`src/rtl/lsps_pkg.sv`:
```
// Shared types, register codes and the sensor pattern table for the line-sensor
// PID steering core. Depends on nothing; every other file but lsps_fifo uses it.
`default_nettype none

package lsps_pkg;

    localparam int CFG_INDEX_W = 8;
    localparam int CFG_DATA_W  = 8;

    localparam logic [CFG_INDEX_W-1:0] REG_BASE_SPEED = 8'd0;
    localparam logic [CFG_INDEX_W-1:0] REG_GAIN_P     = 8'd1;
    localparam logic [CFG_INDEX_W-1:0] REG_GAIN_I     = 8'd2;
    localparam logic [CFG_INDEX_W-1:0] REG_GAIN_D     = 8'd3;
    localparam logic [CFG_INDEX_W-1:0] REG_TURN_LIMIT = 8'd4;

    localparam logic [7:0] RST_BASE_SPEED = 8'd120;
    localparam logic [7:0] RST_GAIN_P     = 8'd12;
    localparam logic [7:0] RST_GAIN_I     = 8'd0;
    localparam logic [7:0] RST_GAIN_D     = 8'd0;
    localparam logic [7:0] RST_TURN_LIMIT = 8'd80;

    localparam int ERR_W   = 5;
    localparam int DELTA_W = 6;
    localparam int TURN_W  = 9;
    localparam int TGT_W   = 10;

    localparam int MID_DEPTH = 2;
    localparam int OUT_DEPTH = 8;
    localparam int OUT_CNT_W = $clog2(OUT_DEPTH) + 1;

    localparam int NUM_PATTERNS = 12;

    localparam logic [7:0] PAT_MASK [NUM_PATTERNS] = '{
        8'hFF, 8'hFF, 8'hC3, 8'hFF, 8'hFF, 8'hFF,
        8'hFF, 8'hFF, 8'hFF, 8'hFF, 8'hFF, 8'hFF
    };

    localparam logic [7:0] PAT_VALUE [NUM_PATTERNS] = '{
        8'h07, 8'hE0, 8'h00, 8'hEF, 8'hCF, 8'h9F,
        8'h7F, 8'hF7, 8'hF3, 8'hF9, 8'hFE, 8'hE7
    };

    localparam logic signed [ERR_W-1:0] PAT_ERR [NUM_PATTERNS] = '{
        -5'sd15, 5'sd15, 5'sd0, -5'sd1, -5'sd2, -5'sd8,
        -5'sd10, 5'sd1, 5'sd2, 5'sd8, 5'sd10, 5'sd0
    };

    typedef struct packed {
        logic [7:0] base_speed;
        logic [7:0] gain_p;
        logic [7:0] gain_i;
        logic [7:0] gain_d;
        logic [7:0] turn_limit;
    } cfg_t;

    // The first matching pattern wins; no match gives an error of zero.
    function automatic logic signed [ERR_W-1:0] decode_error(input logic [7:0] bits);
        logic signed [ERR_W-1:0] err;
        logic                    hit;
        err = '0;
        hit = 1'b0;
        for (int k = 0; k < NUM_PATTERNS; k++)
        begin
            if (!hit && ((bits & PAT_MASK[k]) == PAT_VALUE[k]))
            begin
                err = PAT_ERR[k];
                hit = 1'b1;
            end
        end
        return err;
    endfunction

endpackage

`default_nettype wire

```
`src/rtl/lsps_fifo.sv`:
```
// Small first-in first-out queue built on a register array.
// Used between the front and back halves and at the result side; uses no package.
`default_nettype none

module lsps_fifo #(
    parameter int WIDTH = 8,
    parameter int DEPTH = 2
) (
    input  wire logic                       clk,
    input  wire logic                       rst_n,
    input  wire logic                       push,
    input  wire logic [WIDTH-1:0]           wdata,
    output logic                            full,
    input  wire logic                       pop,
    output logic [WIDTH-1:0]                rdata,
    output logic                            empty,
    output logic [$clog2(DEPTH):0]          count
);

    localparam int AW = (DEPTH > 1) ? $clog2(DEPTH) : 1;
    localparam int CW = $clog2(DEPTH) + 1;

    logic [WIDTH-1:0] mem_reg [DEPTH];
    logic [AW-1:0]    wr_ptr_reg;
    logic [AW-1:0]    rd_ptr_reg;
    logic [CW-1:0]    count_reg;
    logic [CW-1:0]    count_next;
    logic             do_push;
    logic             do_pop;

    assign full    = (count_reg == CW'(DEPTH));
    assign empty   = (count_reg == '0);
    assign count   = count_reg;
    assign rdata   = mem_reg[rd_ptr_reg];
    assign do_push = push && !full;
    assign do_pop  = pop && !empty;

    always_comb
    begin
        count_next = count_reg;
        if (do_push && !do_pop)
        begin
            count_next = count_reg + 1'b1;
        end
        else if (do_pop && !do_push)
        begin
            count_next = count_reg - 1'b1;
        end
    end

    always_ff @(posedge clk or negedge rst_n)
    begin
        if (!rst_n)
        begin
            wr_ptr_reg <= '0;
            rd_ptr_reg <= '0;
            count_reg  <= '0;
        end
        else
        begin
            if (do_push)
            begin
                wr_ptr_reg <= (wr_ptr_reg == AW'(DEPTH - 1)) ? '0 : wr_ptr_reg + 1'b1;
            end
            if (do_pop)
            begin
                rd_ptr_reg <= (rd_ptr_reg == AW'(DEPTH - 1)) ? '0 : rd_ptr_reg + 1'b1;
            end
            count_reg <= count_next;
        end
    end

    always_ff @(posedge clk)
    begin
        if (do_push)
        begin
            mem_reg[wr_ptr_reg] <= wdata;
        end
    end

endmodule

`default_nettype wire

```
`src/rtl/lsps_front.sv`:
```
// Front half: decodes the sensor pattern and updates the error sum and last error.
// Depends on lsps_pkg for the pattern table and field widths.
`default_nettype none

module lsps_front #(
    parameter int SUM_BITS = 24
) (
    input  wire logic                                clk,
    input  wire logic                                rst_n,
    input  wire logic                                accept,
    input  wire logic [7:0]                          sensor_bits,
    output logic signed [lsps_pkg::ERR_W-1:0]        err,
    output logic signed [SUM_BITS-1:0]               sum,
    output logic signed [lsps_pkg::DELTA_W-1:0]      delta
);

    import lsps_pkg::*;

    localparam int SW1 = SUM_BITS + 1;

    logic signed [SUM_BITS-1:0] error_sum_reg;
    logic signed [SUM_BITS-1:0] error_sum_next;
    logic signed [ERR_W-1:0]    prev_err_reg;
    logic signed [SW1-1:0]      sum_wide;

    assign err      = decode_error(sensor_bits);
    assign sum_wide = SW1'(error_sum_reg) + SW1'(err);
    assign delta    = DELTA_W'(err) - DELTA_W'(prev_err_reg);
    assign sum      = error_sum_next;

    always_comb
    begin
        if (sum_wide[SW1-1] != sum_wide[SW1-2])
        begin
            error_sum_next = sum_wide[SW1-1] ? {1'b1, {(SUM_BITS-1){1'b0}}}
                                             : {1'b0, {(SUM_BITS-1){1'b1}}};
        end
        else
        begin
            error_sum_next = sum_wide[SUM_BITS-1:0];
        end
    end

    always_ff @(posedge clk or negedge rst_n)
    begin
        if (!rst_n)
        begin
            error_sum_reg <= '0;
            prev_err_reg  <= '0;
        end
        else if (accept)
        begin
            error_sum_reg <= error_sum_next;
            prev_err_reg  <= err;
        end
    end

endmodule

`default_nettype wire

```
`src/rtl/lsps_back.sv`:
```
// Back half: gain products, their sum, the turn clamp and the wheel targets.
// Depends on lsps_pkg for the configuration struct and field widths.
`default_nettype none

module lsps_back #(
    parameter int SUM_BITS = 24
) (
    input  wire logic                                clk,
    input  wire logic                                rst_n,
    input  wire lsps_pkg::cfg_t                      cfg,
    input  wire logic                                in_valid,
    output logic                                     in_ready,
    input  wire logic signed [lsps_pkg::ERR_W-1:0]   in_err,
    input  wire logic signed [SUM_BITS-1:0]          in_sum,
    input  wire logic signed [lsps_pkg::DELTA_W-1:0] in_delta,
    input  wire logic [lsps_pkg::OUT_CNT_W-1:0]      out_count,
    output logic                                     out_valid,
    output logic signed [lsps_pkg::ERR_W-1:0]        out_err,
    output logic signed [lsps_pkg::TURN_W-1:0]       out_turn,
    output logic signed [lsps_pkg::TGT_W-1:0]        out_left,
    output logic signed [lsps_pkg::TGT_W-1:0]        out_right
);

    import lsps_pkg::*;

    localparam int PP_W  = ERR_W + 9;
    localparam int PI_W  = SUM_BITS + 9;
    localparam int PD_W  = DELTA_W + 9;
    localparam int RAW_W = SUM_BITS + 11;
    localparam int CR_W  = OUT_CNT_W + 1;

    logic                    p_valid_reg;
    logic signed [ERR_W-1:0] p_err_reg;
    logic signed [PP_W-1:0]  prod_p_reg;
    logic signed [PI_W-1:0]  prod_i_reg;
    logic signed [PD_W-1:0]  prod_d_reg;
    logic                    s_valid_reg;
    logic signed [ERR_W-1:0] s_err_reg;
    logic signed [RAW_W-1:0] raw_reg;

    logic signed [8:0]        gp_s;
    logic signed [8:0]        gi_s;
    logic signed [8:0]        gd_s;
    logic signed [PP_W-1:0]   prod_p_next;
    logic signed [PI_W-1:0]   prod_i_next;
    logic signed [PD_W-1:0]   prod_d_next;
    logic signed [RAW_W-1:0]  raw_next;
    logic signed [RAW_W-1:0]  lim_pos;
    logic signed [RAW_W-1:0]  lim_neg;
    logic [CR_W-1:0]          in_flight;

    assign in_flight = CR_W'(out_count) + CR_W'(p_valid_reg) + CR_W'(s_valid_reg);
    assign in_ready  = (in_flight < CR_W'(OUT_DEPTH));

    assign gp_s        = $signed({1'b0, cfg.gain_p});
    assign gi_s        = $signed({1'b0, cfg.gain_i});
    assign gd_s        = $signed({1'b0, cfg.gain_d});
    assign prod_p_next = gp_s * in_err;
    assign prod_i_next = gi_s * in_sum;
    assign prod_d_next = gd_s * in_delta;

    assign raw_next = RAW_W'(prod_p_reg) + RAW_W'(prod_i_reg) + RAW_W'(prod_d_reg);

    assign lim_pos = RAW_W'($signed({1'b0, cfg.turn_limit}));
    assign lim_neg = -lim_pos;

    always_comb
    begin
        if (raw_reg > lim_pos)
        begin
            out_turn = lim_pos[TURN_W-1:0];
        end
        else if (raw_reg < lim_neg)
        begin
            out_turn = lim_neg[TURN_W-1:0];
        end
        else
        begin
            out_turn = raw_reg[TURN_W-1:0];
        end
    end

    assign out_valid = s_valid_reg;
    assign out_err   = s_err_reg;
    assign out_left  = $signed({2'b00, cfg.base_speed}) + TGT_W'(out_turn);
    assign out_right = $signed({2'b00, cfg.base_speed}) - TGT_W'(out_turn);

    always_ff @(posedge clk or negedge rst_n)
    begin
        if (!rst_n)
        begin
            p_valid_reg <= 1'b0;
            s_valid_reg <= 1'b0;
        end
        else
        begin
            p_valid_reg <= in_valid && in_ready;
            s_valid_reg <= p_valid_reg;
        end
    end

    always_ff @(posedge clk)
    begin
        p_err_reg  <= in_err;
        prod_p_reg <= prod_p_next;
        prod_i_reg <= prod_i_next;
        prod_d_reg <= prod_d_next;
        s_err_reg  <= p_err_reg;
        raw_reg    <= raw_next;
    end

endmodule

`default_nettype wire

```
`src/rtl/line_sensor_pid_steering_core.sv`:
```
// Top level of the line-sensor PID steering core: configuration registers,
// front and back halves and the queues between them. Depends on lsps_pkg.
//
// One control tick per clock cycle is accepted while full is low, and one result
// per cycle is delivered while results wait and pop is high. A tick is decoded and
// folded into the error sum as it is accepted, waits in a two-entry queue, passes
// two back stages (gain products, then their sum) and the clamp and wheel targets,
// and lands in an eight-entry result queue. The back half takes a tick only when
// the result queue has room for everything in flight, so full rises once both
// queues fill while results are not popped. Configuration writes are always ready
// and take effect in the next cycle.
`default_nettype none

module line_sensor_pid_steering_core #(
    parameter int SUM_BITS = 24
) (
    input  wire logic                                  clk,
    input  wire logic                                  rst_n,
    input  wire logic                                  push,
    output logic                                       full,
    input  wire logic [7:0]                            sensor_bits,
    output logic                                       empty,
    input  wire logic                                  pop,
    output logic signed [lsps_pkg::ERR_W-1:0]          track_error,
    output logic signed [lsps_pkg::TURN_W-1:0]         turn,
    output logic signed [lsps_pkg::TGT_W-1:0]          left_target,
    output logic signed [lsps_pkg::TGT_W-1:0]          right_target,
    input  wire logic                                  cfg_valid,
    output logic                                       cfg_ready,
    input  wire logic [lsps_pkg::CFG_INDEX_W-1:0]      cfg_index,
    input  wire logic [lsps_pkg::CFG_DATA_W-1:0]       cfg_data
);

    import lsps_pkg::*;

    localparam int MID_W = ERR_W + SUM_BITS + DELTA_W;
    localparam int OUT_W = ERR_W + TURN_W + 2 * TGT_W;

    cfg_t cfg_reg;

    logic                       accept;
    logic signed [ERR_W-1:0]    f_err;
    logic signed [SUM_BITS-1:0] f_sum;
    logic signed [DELTA_W-1:0]  f_delta;
    logic [MID_W-1:0]           mid_rdata;
    logic                       mid_empty;
    logic [$clog2(MID_DEPTH):0] mid_count;
    logic                       b_ready;
    logic [OUT_CNT_W-1:0]       out_count;
    logic                       b_valid;
    logic signed [ERR_W-1:0]    b_err;
    logic signed [TURN_W-1:0]   b_turn;
    logic signed [TGT_W-1:0]    b_left;
    logic signed [TGT_W-1:0]    b_right;
    logic                       out_full;
    logic [OUT_W-1:0]           out_rdata;

    assign accept    = push && !full;
    assign cfg_ready = 1'b1;

    always_ff @(posedge clk or negedge rst_n)
    begin
        if (!rst_n)
        begin
            cfg_reg.base_speed <= RST_BASE_SPEED;
            cfg_reg.gain_p     <= RST_GAIN_P;
            cfg_reg.gain_i     <= RST_GAIN_I;
            cfg_reg.gain_d     <= RST_GAIN_D;
            cfg_reg.turn_limit <= RST_TURN_LIMIT;
        end
        else if (cfg_valid && cfg_ready)
        begin
            unique case (cfg_index)
                REG_BASE_SPEED: cfg_reg.base_speed <= cfg_data;
                REG_GAIN_P:     cfg_reg.gain_p     <= cfg_data;
                REG_GAIN_I:     cfg_reg.gain_i     <= cfg_data;
                REG_GAIN_D:     cfg_reg.gain_d     <= cfg_data;
                REG_TURN_LIMIT: cfg_reg.turn_limit <= cfg_data;
                default:        cfg_reg            <= cfg_reg;
            endcase
        end
    end

    lsps_front #(
        .SUM_BITS (SUM_BITS)
    ) u_front (
        .clk         (clk),
        .rst_n       (rst_n),
        .accept      (accept),
        .sensor_bits (sensor_bits),
        .err         (f_err),
        .sum         (f_sum),
        .delta       (f_delta)
    );

    lsps_fifo #(
        .WIDTH (MID_W),
        .DEPTH (MID_DEPTH)
    ) u_mid_fifo (
        .clk   (clk),
        .rst_n (rst_n),
        .push  (accept),
        .wdata ({f_err, f_sum, f_delta}),
        .full  (full),
        .pop   (b_ready),
        .rdata (mid_rdata),
        .empty (mid_empty),
        .count (mid_count)
    );

    lsps_back #(
        .SUM_BITS (SUM_BITS)
    ) u_back (
        .clk       (clk),
        .rst_n     (rst_n),
        .cfg       (cfg_reg),
        .in_valid  (!mid_empty && (mid_count != '0)),
        .in_ready  (b_ready),
        .in_err    (mid_rdata[MID_W-1 -: ERR_W]),
        .in_sum    (mid_rdata[DELTA_W +: SUM_BITS]),
        .in_delta  (mid_rdata[DELTA_W-1:0]),
        .out_count (out_count),
        .out_valid (b_valid),
        .out_err   (b_err),
        .out_turn  (b_turn),
        .out_left  (b_left),
        .out_right (b_right)
    );

    lsps_fifo #(
        .WIDTH (OUT_W),
        .DEPTH (OUT_DEPTH)
    ) u_out_fifo (
        .clk   (clk),
        .rst_n (rst_n),
        .push  (b_valid && !out_full),
        .wdata ({b_err, b_turn, b_left, b_right}),
        .full  (out_full),
        .pop   (pop),
        .rdata (out_rdata),
        .empty (empty),
        .count (out_count)
    );

    assign track_error  = out_rdata[OUT_W-1 -: ERR_W];
    assign turn         = out_rdata[2*TGT_W +: TURN_W];
    assign left_target  = out_rdata[TGT_W +: TGT_W];
    assign right_target = out_rdata[TGT_W-1:0];

endmodule

`default_nettype wire

```
`config.mk`:
```
export PLATFORM = sky130hd
export DESIGN_NAME = line_sensor_pid_steering_core
export DESIGN_NICKNAME = d
export VERILOG_FILES = /design/src/rtl/lsps_pkg.sv /design/src/rtl/lsps_fifo.sv /design/src/rtl/lsps_front.sv /design/src/rtl/lsps_back.sv /design/src/rtl/line_sensor_pid_steering_core.sv
export SDC_FILE = /design/constraint.sdc
export NUM_CORES = 1
export LEC_CHECK = 0
export BUFFER_PORTS_ARGS = -buffer_cell sky130_fd_sc_hd__buf_2
export CELL_PAD_IN_SITES_DETAIL_PLACEMENT = 1
export CELL_PAD_IN_SITES_GLOBAL_PLACEMENT = 1
export CORE_MARGIN = 2
export CORE_UTILIZATION = 40
export CTS_BUF_LIST = sky130_fd_sc_hd__clkbuf_2 sky130_fd_sc_hd__clkbuf_4 sky130_fd_sc_hd__clkbuf_8
export CTS_CLUSTER_DIAMETER = 150
export DETAILED_ROUTE_END_ITERATION = 6
export GPL_TIMING_DRIVEN = 0
export HOLD_SLACK_MARGIN = 0.05
export PLACE_DENSITY = 0.72
export SYNTH_ARGS = -nofsm -noshare
export SYNTH_HDL_FRONTEND = slang
export SYNTH_SLANG_ARGS = --single-unit
```
`constraint.sdc`:
```
create_clock -name clk -period 8 [get_ports clk]
set_input_delay 2.4 -clock clk [delete_from_list [all_inputs] [get_ports clk]]
set_output_delay 2.4 -clock clk [all_outputs]
set_load 0.005 [all_outputs]
```
* Word level (Yosys, flattened, before mapping)
Memory sizes are Yosys's and may differ from the RTL's.
Cells that the tools add are included.
** Operators by class
- $mul :: 3
- $add $sub $neg :: 17
- $lt $le $gt $ge :: 3
- Mux-type cells :: 39
- Reductions and logical operators :: 54
- Equal/unequal tests :: 20
** Operators with widths (count)
- $eq 8x8->1 const B :: 9
- $mux 5 :: 12
- $mux 24 :: 2
- $add 34x15->35 :: 1
- $gt 35x9->1 :: 1
- $lt 35x35->1 :: 1
- $neg 8->35 :: 1
- $add 14x33->34 :: 1
- $mul 9x24->33 :: 1
- $add 24x5->25 :: 1
- $logic_and 1x1->1 :: 23
- $logic_not 1->1 :: 19
- $mux 9 :: 2
- $mux 1 :: 17
- $eq 8x2->1 const B :: 2
- $eq 8x3->1 const B :: 2
- $logic_not 8->1 :: 2
- $mul 9x6->15 :: 1
- $mul 9x5->14 :: 1
- $add 9x9->10 :: 1
- $reduce_and 2->1 :: 5
- $sub 9x9->10 :: 1
- $eq 8x1->1 const B :: 1
- $eq 8x7->1 const B :: 1
- 20 further kinds :: 28
** Word-level totals
- Input bits :: 29
- Logic and storage cells :: 159
- Memories :: 2
- Register bits :: 192
- Output and inout port bits :: 37
- RAM bits :: 342
** Memory list
- u_out_fifo.mem_reg :: depth 8, width 34, read ports 1, clocked after Yosys merged registers in 0, wr ports 1, line lsps_fifo.sv:23 : logic [WIDTH-1:0] mem_reg [DEPTH];
- u_mid_fifo.mem_reg :: depth 2, width 35, read ports 1, clocked after Yosys merged registers in 0, wr ports 1, line lsps_fifo.sv:23

* Logic depth before layout (Yosys ltp)
Gate-level depths: netlist of the first run.
- Depth in word-level cells :: 38
- Gate-level depth with buffers :: 31
- Depth with buffers taken out :: 29

* Hierarchy
Synthesis of the first run repeated with hierarchy kept, for this count alone.
** Unflattened totals
- Cells, all modules :: 2774
- Area total of the unflattened synthesis :: 34381.7 µm²
** By module, submodules not included
- lsps_back :: instances 1, area each 15910.3 µm², cells each 1703, sequential area each 2192.1 µm²
- lsps_fifo (u_out_fifo) :: instances 1, area each 11034.3 µm², cells each 458, sequential area each 8418.1 µm²
- lsps_front :: instances 1, area each 2954.1 µm², cells each 389, sequential area each 725.7 µm²
- lsps_fifo (u_mid_fifo) :: instances 1, area each 2872.8 µm², cells each 128, sequential area each 2202.1 µm²
- line_sensor_pid_steering_core :: instances 1, area each 1610.3 µm², cells each 96, sequential area each 1011.0 µm²

* Worst setup path before layout of the first run
No wires, ideal clock.
- Path kind :: input port to flip-flop
- Start point :: input sensor_bits[4]
- End point :: register u_front.error_sum_reg[20]
- Arrival :: 6.649 ns
- Stages :: 17
- Setup slack :: 1.224 ns
- Required time :: 7.873 ns
- Buffers on the path :: 2
- Setup time :: 0.127 ns
- Path through :: clkbuf_1 > nand2_1 > o21bai_1 > nand3_1 > a21oi_1 > ha_1 > a21oi_1 > nand2_1 > a31oi_4 > o31ai_4 > a41o_4 > a2111oi_4 > nor2_1 > mux2_4 > buf_8 > o21ai_2 > mux2_1
** On the way
- Word-level cells in the longest chain between the ends :: 38
- Elaborated cells on any way between the ends :: 60
- Those cells by class :: add/sub: 1; eq/ne: 12; mux: 25; reduce/logical: 22
** RTL lines
- from (decl) :: line line_sensor_pid_steering_core.sv:21 : input wire logic [7:0] sensor_bits,
- $eq 8x3->1 :: line lsps_pkg.sv:64 : if (!hit && ((bits & PAT_MASK[k]) == PAT_VALUE[k]))
- $mux 1 :: line lsps_pkg.sv:64
- $logic_not 1->1 :: line lsps_pkg.sv:64
- $logic_and 1x1->1 :: line lsps_pkg.sv:64
- $mux 1 :: line lsps_pkg.sv:64
- $logic_not 1->1 :: line lsps_pkg.sv:64
- $logic_and 1x1->1 :: line lsps_pkg.sv:64
- $mux 1 :: line lsps_pkg.sv:64
- (+24 left out)
- $logic_not 1->1 :: line lsps_pkg.sv:64
- $logic_and 1x1->1 :: line lsps_pkg.sv:64
- $mux 5 (*) :: line lsps_pkg.sv:64
- named net f_err[4] :: line line_sensor_pid_steering_core.sv:42 : logic signed [ERR_W-1:0] f_err;
- $add 24x5->25 (*) :: line lsps_front.sv:27 : assign sum_wide = SW1'(error_sum_reg) + SW1'(err);
- $mux 24 / $ne 1x1->1 (equally long branches) :: line lsps_front.sv:35, lsps_front.sv:33
- $mux 24 (*) :: line lsps_front.sv:33 : if (sum_wide[SW1-1] != sum_wide[SW1-2])
- named net f_sum[20] :: line line_sensor_pid_steering_core.sv:43 : logic signed [SUM_BITS-1:0] f_sum;
- to (signal assigned) :: line lsps_front.sv:53 : error_sum_reg <= error_sum_next;
- to (decl) :: line lsps_front.sv:21 : logic signed [SUM_BITS-1:0] error_sum_reg;
The timed path passes the listed nets; every way through them passes the cells marked *.
A chain may end at the register's enable or synchronous reset.

* Final worst setup path of the first run
- Start point :: register u_mid_fifo.rd_ptr_reg
- End point :: register u_back.prod_i_reg[28]
** On the way
- Word-level cells in the longest chain between the ends :: 2
** RTL lines
- from (decl) :: line lsps_fifo.sv:25 : logic [AW-1:0] rd_ptr_reg;
- from (signal assigned) :: line lsps_fifo.sv:67 : rd_ptr_reg <= (rd_ptr_reg == AW'(DEPTH - 1)) ? '0 : rd_ptr_reg + 1'b1;
- $mem_v2 2x35
- $mul 9x24->33 :: line lsps_back.sv:59 : assign prod_i_next = gi_s * in_sum;
- named net u_back.prod_i_next[28] :: line lsps_back.sv:45 : logic signed [PI_W-1:0] prod_i_next;
- to (signal assigned) :: line lsps_back.sv:106 : prod_i_reg <= prod_i_next;
- to (decl) :: line lsps_back.sv:35 : logic signed [PI_W-1:0] prod_i_reg;
The timed path passes the listed nets, and every way through them passes these cells.

==> metrics, run 1 <==
status=complete, no violations; Primary FF master, synth=edfxtp_1; unique cell type count in the Yosys netlist=85; Final Instance Count excl. Fillers=4051; Fin. Hold Viols=0; power per cell area=380 nW/um2; first-pass GRT wire length=131 mm; flops & latches, synth=526; cell area after layout=37600 um2; routability cong.=0.838; # rows=106; via count=21100; DPL Wire Length=62.1 mm; Lkg Pwr=16.2 nW; initial antenna violation count=1; fin crit share=0.927; Worst VDD drop=213 uV; Mapped Area=33600 um2; I/O pins=66; clk_lat worst skew=0.72 ns; Max Fclk=0.135 GHz; M1 GR Usage=0.228; H-tree levels=3; Seq/Total Area, Yosys=0.426; Hold WS=0.326 ns; Initial Utilization=0.403; ys async rst share=0.162; Worst Min Path Start=u_back.p_err_reg[1]; number of buffers created by CTS=89; GRT Util Overall=0.193; MaxCap Viol Count=0; Final min period=7.42 ns; number of global-route vias before repair=24100; GRT Max-Usage Layer=met2; Yosys top cell by area=edfxtp_1; Synth Instances=2722; residual DRC count=0; Rel. slew slack=0.187; WS Path Type=reg -> reg; Hold Path End=u_back.out_err[1]; Tightest Hold Check Type=reg -> reg; Syn Nets=3244; full die area=86400 um2; dpl cell area=35700 um2; syn_area_per_cell=12.4 um2; Clock Skew=0.0560 ns; core area=83400 um2; most common cell in the netlist=edfxtp_1; WP data arrival=7.98 ns; initial DRC count=816; Routed Antenna Nets=0; worst r2r dst=u_back.prod_i_reg[28]; crit path max fanout=10; worst slew pin tran=1.19 ns; GRT met3 Usage=0.0236; number of flip-flops in the largest register=264; flop-to-flop setup slack=0.58 ns; yosys warns=0; most frequent cells after synthesis=edfxtp_1 (334), inv_1 (321), ha_1 (260); Pins Over Slew Limit=0; Num Clock Sinks=526; pin count of the biggest net entering global routing=54; startpoint types=flop; IO Port Bufs=64; Synth top area share=0.298; Layout area overhead=11.9%; layout net count=3416; WL per Instance=20.0 um; final setup fails=0; total power=14.3 mW; ranking of synthesized cells by area=edfxtp_1 (30%), fa_1 (14%), ha_1 (9.7%), dfxtp_1 (6.4%), dfrtp_1 (5.7%); Max clock buf depth=3; TritonRoute pass-1 iters=4; CP Data Required Time=8.57 ns; worst reg-to-reg path cell count=21; R2R Path Start=u_mid_fifo.rd_ptr_reg; Worst setup EP type=flop; Post-Place Cells=3883; CTS tree=done; die height=294 um; GR Util met2=0.363; CTS clk-pin slew, worst paths=0.06 ns; wirelength, routed=81.0 mm; CTS root buffer=clkbuf_8; hold path depth=0; ratio of cells with drive above 1 in the final layout=0.175; Via density=5.21; RSZ-0062 raised after global routing=false; Die Wd=294 um; EDFF count, synth=334; GR Overflow Total=0
-- stage by stage --
stage	setup TNS, ns	worst slack (ns)	utilization
6_report	0	0.584	0.451
5_1_grt	0	0.0683	0.451
4_1_cts	0	0.146	0.451
3_5_place_dp	-2.14	-0.267	0.428
3_3_place_gp	-5.00	-0.367	0.423
2_1_floorplan	0	1.22	-
-- cell families (layout without fill, tap and decap cells) --
family,after synthesis,count (layout),share of synthesized area
compound gates,365,365,0.0757
xor+xnor,123,123,0.0320
fa+ha+maj,493,493,0.235
buf+inv,384,631,0.0441
flops,526,526,0.426
mux,211,211,0.0924
other cells,1,3,0.000112
simple gates,619,619,0.0946
-- where the power goes --
part	internal [mW]	total, mW	leakage, nW	switching (mW)
Clock	1.40	2.56	1.01	1.16
Sequential	4.09	4.48	4.97	0.396
Combinational	3.02	7.25	10.2	4.23
Total	8.52	14.3	16.2	5.78
-- placed cells by master (no fill, tap or decap), drive strengths merged, types with 6 or more instances in the layout --
cell type and instances:
or3 8, inv 324, nor4 14, ha 260, buf 96, nand4 18, mux2 131, nor3 32
a21oi 120, o21ai 67, xor2 37, a21o 54, dfxtp 107, o21bai 24, fa 233, xnor2 86
o31ai 6, or2 18, o21a 17, and3 9, nand3 25, nor2 87, a21boi 6, dfstp 8
nand2 178, edfxtp 334, and2 127, a31oi 11, mux4 66, a211oi 7, clkbuf 181, o211ai 6
nor2b 55, nand2b 31, clkinv 25, dfrtp 77, mux2i 14
-- worst max-delay path by stage --
stage / from / endpoint / depth (start not counted)
finish: u_mid_fifo.rd_ptr_reg / u_back.prod_i_reg[28] / 21
global placement: sensor_bits[4] / u_mid_fifo.mem_reg[0][28] / 17
detailed placement: cfg_reg[1] / u_out_fifo.mem_reg[1][8] / 25
CTS: cfg_reg[1] / u_out_fifo.mem_reg[1][19] / 24
global route: u_mid_fifo.rd_ptr_reg / u_back.prod_i_reg[28] / 23
floorplan: sensor_bits[4] / u_front.error_sum_reg[20] / 17
-- final cells by class --
| type | instances | area, um2 |
|---|---|---|
| Antenna cell | 2 | 5.00 |
| Buffer | 63 | 279 |
| Clock buffer | 133 | 1610 |
| Clock inverter | 33 | 304 |
| Fill cell | 8807 | 45800 |
| Inverter | 321 | 1200 |
| Multi-Input combinational cell | 1812 | 18000 |
| Sequential cell | 526 | 14300 |
| Tap cell | 1080 | 1350 |
| Timing Repair Buffer | 81 | 623 |
-- critical path, stage by stage, from the launching register on --
cell      delay [ns]
dfrtp_1         0.32
clkbuf_1        0.52
clkbuf_1        0.62
mux2i_1         0.80
nor2b_1         0.13
fa_1            0.42
fa_1            0.48
ha_1            0.30
inv_1           0.06
fa_1            0.52
inv_1           0.04
ha_1            0.32
nor2b_1         0.14
o21ai_0         0.23
a21boi_0        0.17
o21ai_1         0.22
a21oi_1         0.13
nor4_1          0.58
o41ai_1         0.28
a2111o_1        0.50
a2111o_1        0.38
o311ai_0        0.11
-- repair_timing --
| item | in CTS | in global routing |
|---|---|---|
| gates resized for setup | 1 | 7 |
| pin swaps | 0 | 0 |
| hold buffers | 0 | 0 |
| buffers inserted | 0 | 0 |
| setup endpoints to repair | 8 | 33 |
-- routing by layer --
metal  part of all wire  routed length, um
met1               0.42              33800
met2               0.53              43200
met5                  0                  0
met3              0.024               1920
met4              0.026               2080
Power figures use the tool's default switching activity.
==> run 2, diff against run 1 <==
SYNTH_HIERARCHICAL = 1   (was unset)
==> metrics, run 2 <==
status=complete, no violations; power per cell area=371 nW/um2 (-2.3%); antenna cell count=0 (-2); syn_area_per_cell=12.4 um2 (+0.35%); slowest stage delay, CP=0.67 ns (-0.13 ns); I/O pins=66 (unchanged); DPL Wire Length=64.6 mm (+4.0%); Worst path top cell family by delay=compound AO/OA/AOI/OAI gates; CP Buf/Inv Count=4 (unchanged); RSZ-0062 raised after global routing=false; Fin. Hold Viols=0 (unchanged); CTS tree=done; residual DRC count=0 (unchanged); Initial Utilization=0.404 (+0.000773); Synth Instances=2774 (+1.9%); ratio of cells with drive above 1 in the final layout=0.159 (-0.0164); Synth top area share=0.299 (+0.000387); ys async rst share=0.159 (-0.00242); startpoint types=flop; Seq/Total Area, Yosys=0.423 (-0.00243); initial antenna violation count=7 (+6); crit path max fanout=10 (unchanged); Tightest Hold Check Type=reg -> reg; # rows=107 (+0.94%); full die area=88300 um2 (+2.2%); fin crit share=0.883 (-0.0441); Mapped Area=34400 um2 (+2.3%); worst slew pin tran=1.07 ns (-0.112 ns); Max clock buf depth=3 (unchanged); most frequent cells in the layout=edfxtp_1 (342), inv_1 (317), ha_1 (259); core area=85100 um2 (+2.1%); Worst setup EP type=flop; Clock Skew=0.0441 ns (-0.0120 ns); most common cell in the netlist=edfxtp_1; Die Wd=297 um (+1.1%); Layout area overhead=11.9% (about the same); crit-path cells=buf_6 -> or4_4 -> buf_6 -> nor3_1 -> ha_1 -> a21oi_1 -> nor3b_1 -> a211oi_1 -> o41ai_1 -> a21o_4 -> nand2_4 -> buf_12 -> o31ai_1 -> ha_1 -> inv_1 -> fa_1 -> nor2_1 -> o21ai_0 -> a21oi_1 -> o21ai_0 -> nand2b_1 -> a21o_1 -> a21oi_1 -> xnor2_1; number of buffers created by CTS=87 (-2.2%); Final min period=7.06 ns (-0.353 ns); Via density=5.18 (-0.46%); Worst VDD drop=163 uV (-23%); Fillers=9061 (+2.9%); most common cell after layout, fill and taps aside=edfxtp_1; ranking of synthesized cells by area=edfxtp_1 (30%), fa_1 (14%), ha_1 (9.4%), dfxtp_1 (6.2%), dfrtp_1 (5.6%); Syn Nets=3295 (+1.6%); Yosys top cell by area=edfxtp_1; post_cts resized=0 (-1); CTS root buffer=clkbuf_8; final setup fails=0 (unchanged); initial DRC count=909 (+11%); Setup Buffers After CTS=0 (unchanged); GRT Util Overall=0.190 (-0.00284); number of global-route vias before repair=24400 (+1.3%); unique cell type count in the Yosys netlist=95 (+12%); setup TNS=0 ns (unchanged); most frequent cells after synthesis=edfxtp_1 (342), inv_1 (317), ha_1 (259); Sw Share=0.399 (-0.00485); pin count of the biggest net entering global routing=52 (-3.7%); wirelength, routed=82.9 mm (+2.4%); Routed Antenna Nets=0 (unchanged); IO Port Bufs=63 (-1.6%); Lkg Pwr=16.9 nW (+4.2%); CTS clk-pin slew, worst paths=0.06 ns (about the same); CP max-delay cell=xnor2_1; Max Fclk=0.142 GHz (+5.0%); WP data arrival=7.44 ns (-0.54 ns); GR Overflow Total=0 (unchanged); via count=21600 (+2.5%); Post-Place Cells=4009 (+3.2%); sequential power share=0.319 (+0.005); H-tree levels=3 (unchanged); MaxCap Viol Count=0 (unchanged); first-pass GRT wire length=134 mm (+2.4%); Comb power frac=0.500 (-0.007); WL per Instance=19.9 um (-0.56%); WS Path Type=reg -> reg; number of flip-flops in the largest register=272 (+3.0%); Num Clock Sinks=534 (+1.5%); CTS Hold Bufs=0 (unchanged); net switching power=5.70 mW (-1.4%); flops & latches, synth=534 (+1.5%); Clk pwr share=0.181 (+0.002); Rel. slew slack=0.284 (+0.0972); routability cong.=0.837 (about the same); Primary FF master, synth=edfxtp_1; Internal Pwr Total=8.57 mW (+0.65%); CP Data Required Time=8.37 ns (-0.20 ns); EDFF count, synth=342 (+2.4%); clk_lat worst skew=0.72 ns (about the same); layout net count=3476 (+1.8%); die height=297 um (+1.1%); Final Instance Count excl. Fillers=4173 (+3.0%); TritonRoute pass-1 iters=5 (+1); yosys warns=6 (+6); most used cell along the critical path=a21oi_1; Pins Over Slew Limit=0 (unchanged)
run 2: changes by cell type in the layout (fill, tap and decap cells not counted), sizes merged, moves of 15 or more:
cell,before,now
nor2b,55,22
and2,127,159
nand2,178,209
buf,96,121
a21oi,120,141
nor3,32,17
run 2: routing by layer:
layer	routed length, um	vias up	global-route usage	share of wire
met4	1750	2	0.0493	0.021
met2	43900	315	0.355	0.53
met3	2260	116	0.0245	0.027
li1	-	10100	-	-
met5	12	-	0	0.00014
met1	34900	11100	0.230	0.42
run 2: cell families after synthesis:
family                     share of synthesized area
and+or+nand+nor                               0.0951
DFF                                            0.423
buffers and inverters                         0.0477
xor gates and xnor gates                      0.0306
adders and majority gates                      0.230
muxes                                         0.0929
other                                       0.000109
AOI/OAI and AO/OA                             0.0802
run 2: final cells by class:
class	count	area [um2]	share of cell area
Multi-Input combinational cell	1853	18300	0.475
Sequential cell	534	14600	0.378
Clock buffer	130	1550	0.0402
Tap cell	1144	1430	0.0372
Inverter	317	1190	0.0309
Timing Repair Buffer	92	674	0.0175
Buffer	70	450	0.0117
Clock inverter	33	364	0.00947
run 2: metrics by stage:
stage / power [mW] / cell area (um2) / hold slack (ns) / setup WS, ns / util
after CTS: 14.4 / 38500 / 0.404 / 0.308 / 0.452
after global placement: 11.3 / 36100 / 0.367 / -0.520 / 0.424
after global routing: 15.4 / 38500 / 0.411 / 0.421 / 0.452
final: 14.3 / 38500 / 0.396 / 0.937 / 0.452
after floorplan: 9.60 / 34400 / 0.310 / 1.52 / -
after detailed placement: 11.8 / 36500 / 0.372 / 0.370 / 0.429
run 2: final timing paths:
kind,endpoint,from,slack [ns],cells past startpoint
max in group asynchronous,cfg_reg[6],rst_n,5.44,2
max reg2reg,u_out_fifo/mem_reg[6][18],cfg_reg[2],0.94,24
min,u_back/out_valid,u_back/p_valid_reg,0.40,0
min reg2reg,u_back/out_valid,u_back/p_valid_reg,0.40,0
min in group asynchronous,u_front/error_sum_reg[4],rst_n,1.77,1
max,u_out_fifo/mem_reg[6][18],cfg_reg[2],0.94,24
run 2: worst register-to-register path, cell delays in order (launching register included):
cell and delay (ns):
dfrtp_1 0.39, buf_6 0.15, or4_4 0.53, buf_6 0.15, nor3_1 0.64, ha_1 0.38
a21oi_1 0.19, nor3b_1 0.23, a211oi_1 0.12, o41ai_1 0.55, a21o_4 0.26, nand2_4 0.09
buf_12 0.16, o31ai_1 0.54, ha_1 0.30, inv_1 0.07, fa_1 0.42, nor2_1 0.12
o21ai_0 0.11, a21oi_1 0.23, o21ai_0 0.12, nand2b_1 0.12, a21o_1 0.13, a21oi_1 0.07
xnor2_1 0.67
run 2: power by group through the flow:
stage                     clock network [mW]  registers (mW)  logic (mW)
after floorplan                            0            4.43        5.16
after global placement                     0            4.58        6.76
after detailed placement                   0            4.61        7.16
after CTS                               2.66            4.56        7.22
after global routing                    2.77            4.63        7.98
final                                   2.59            4.55        7.13
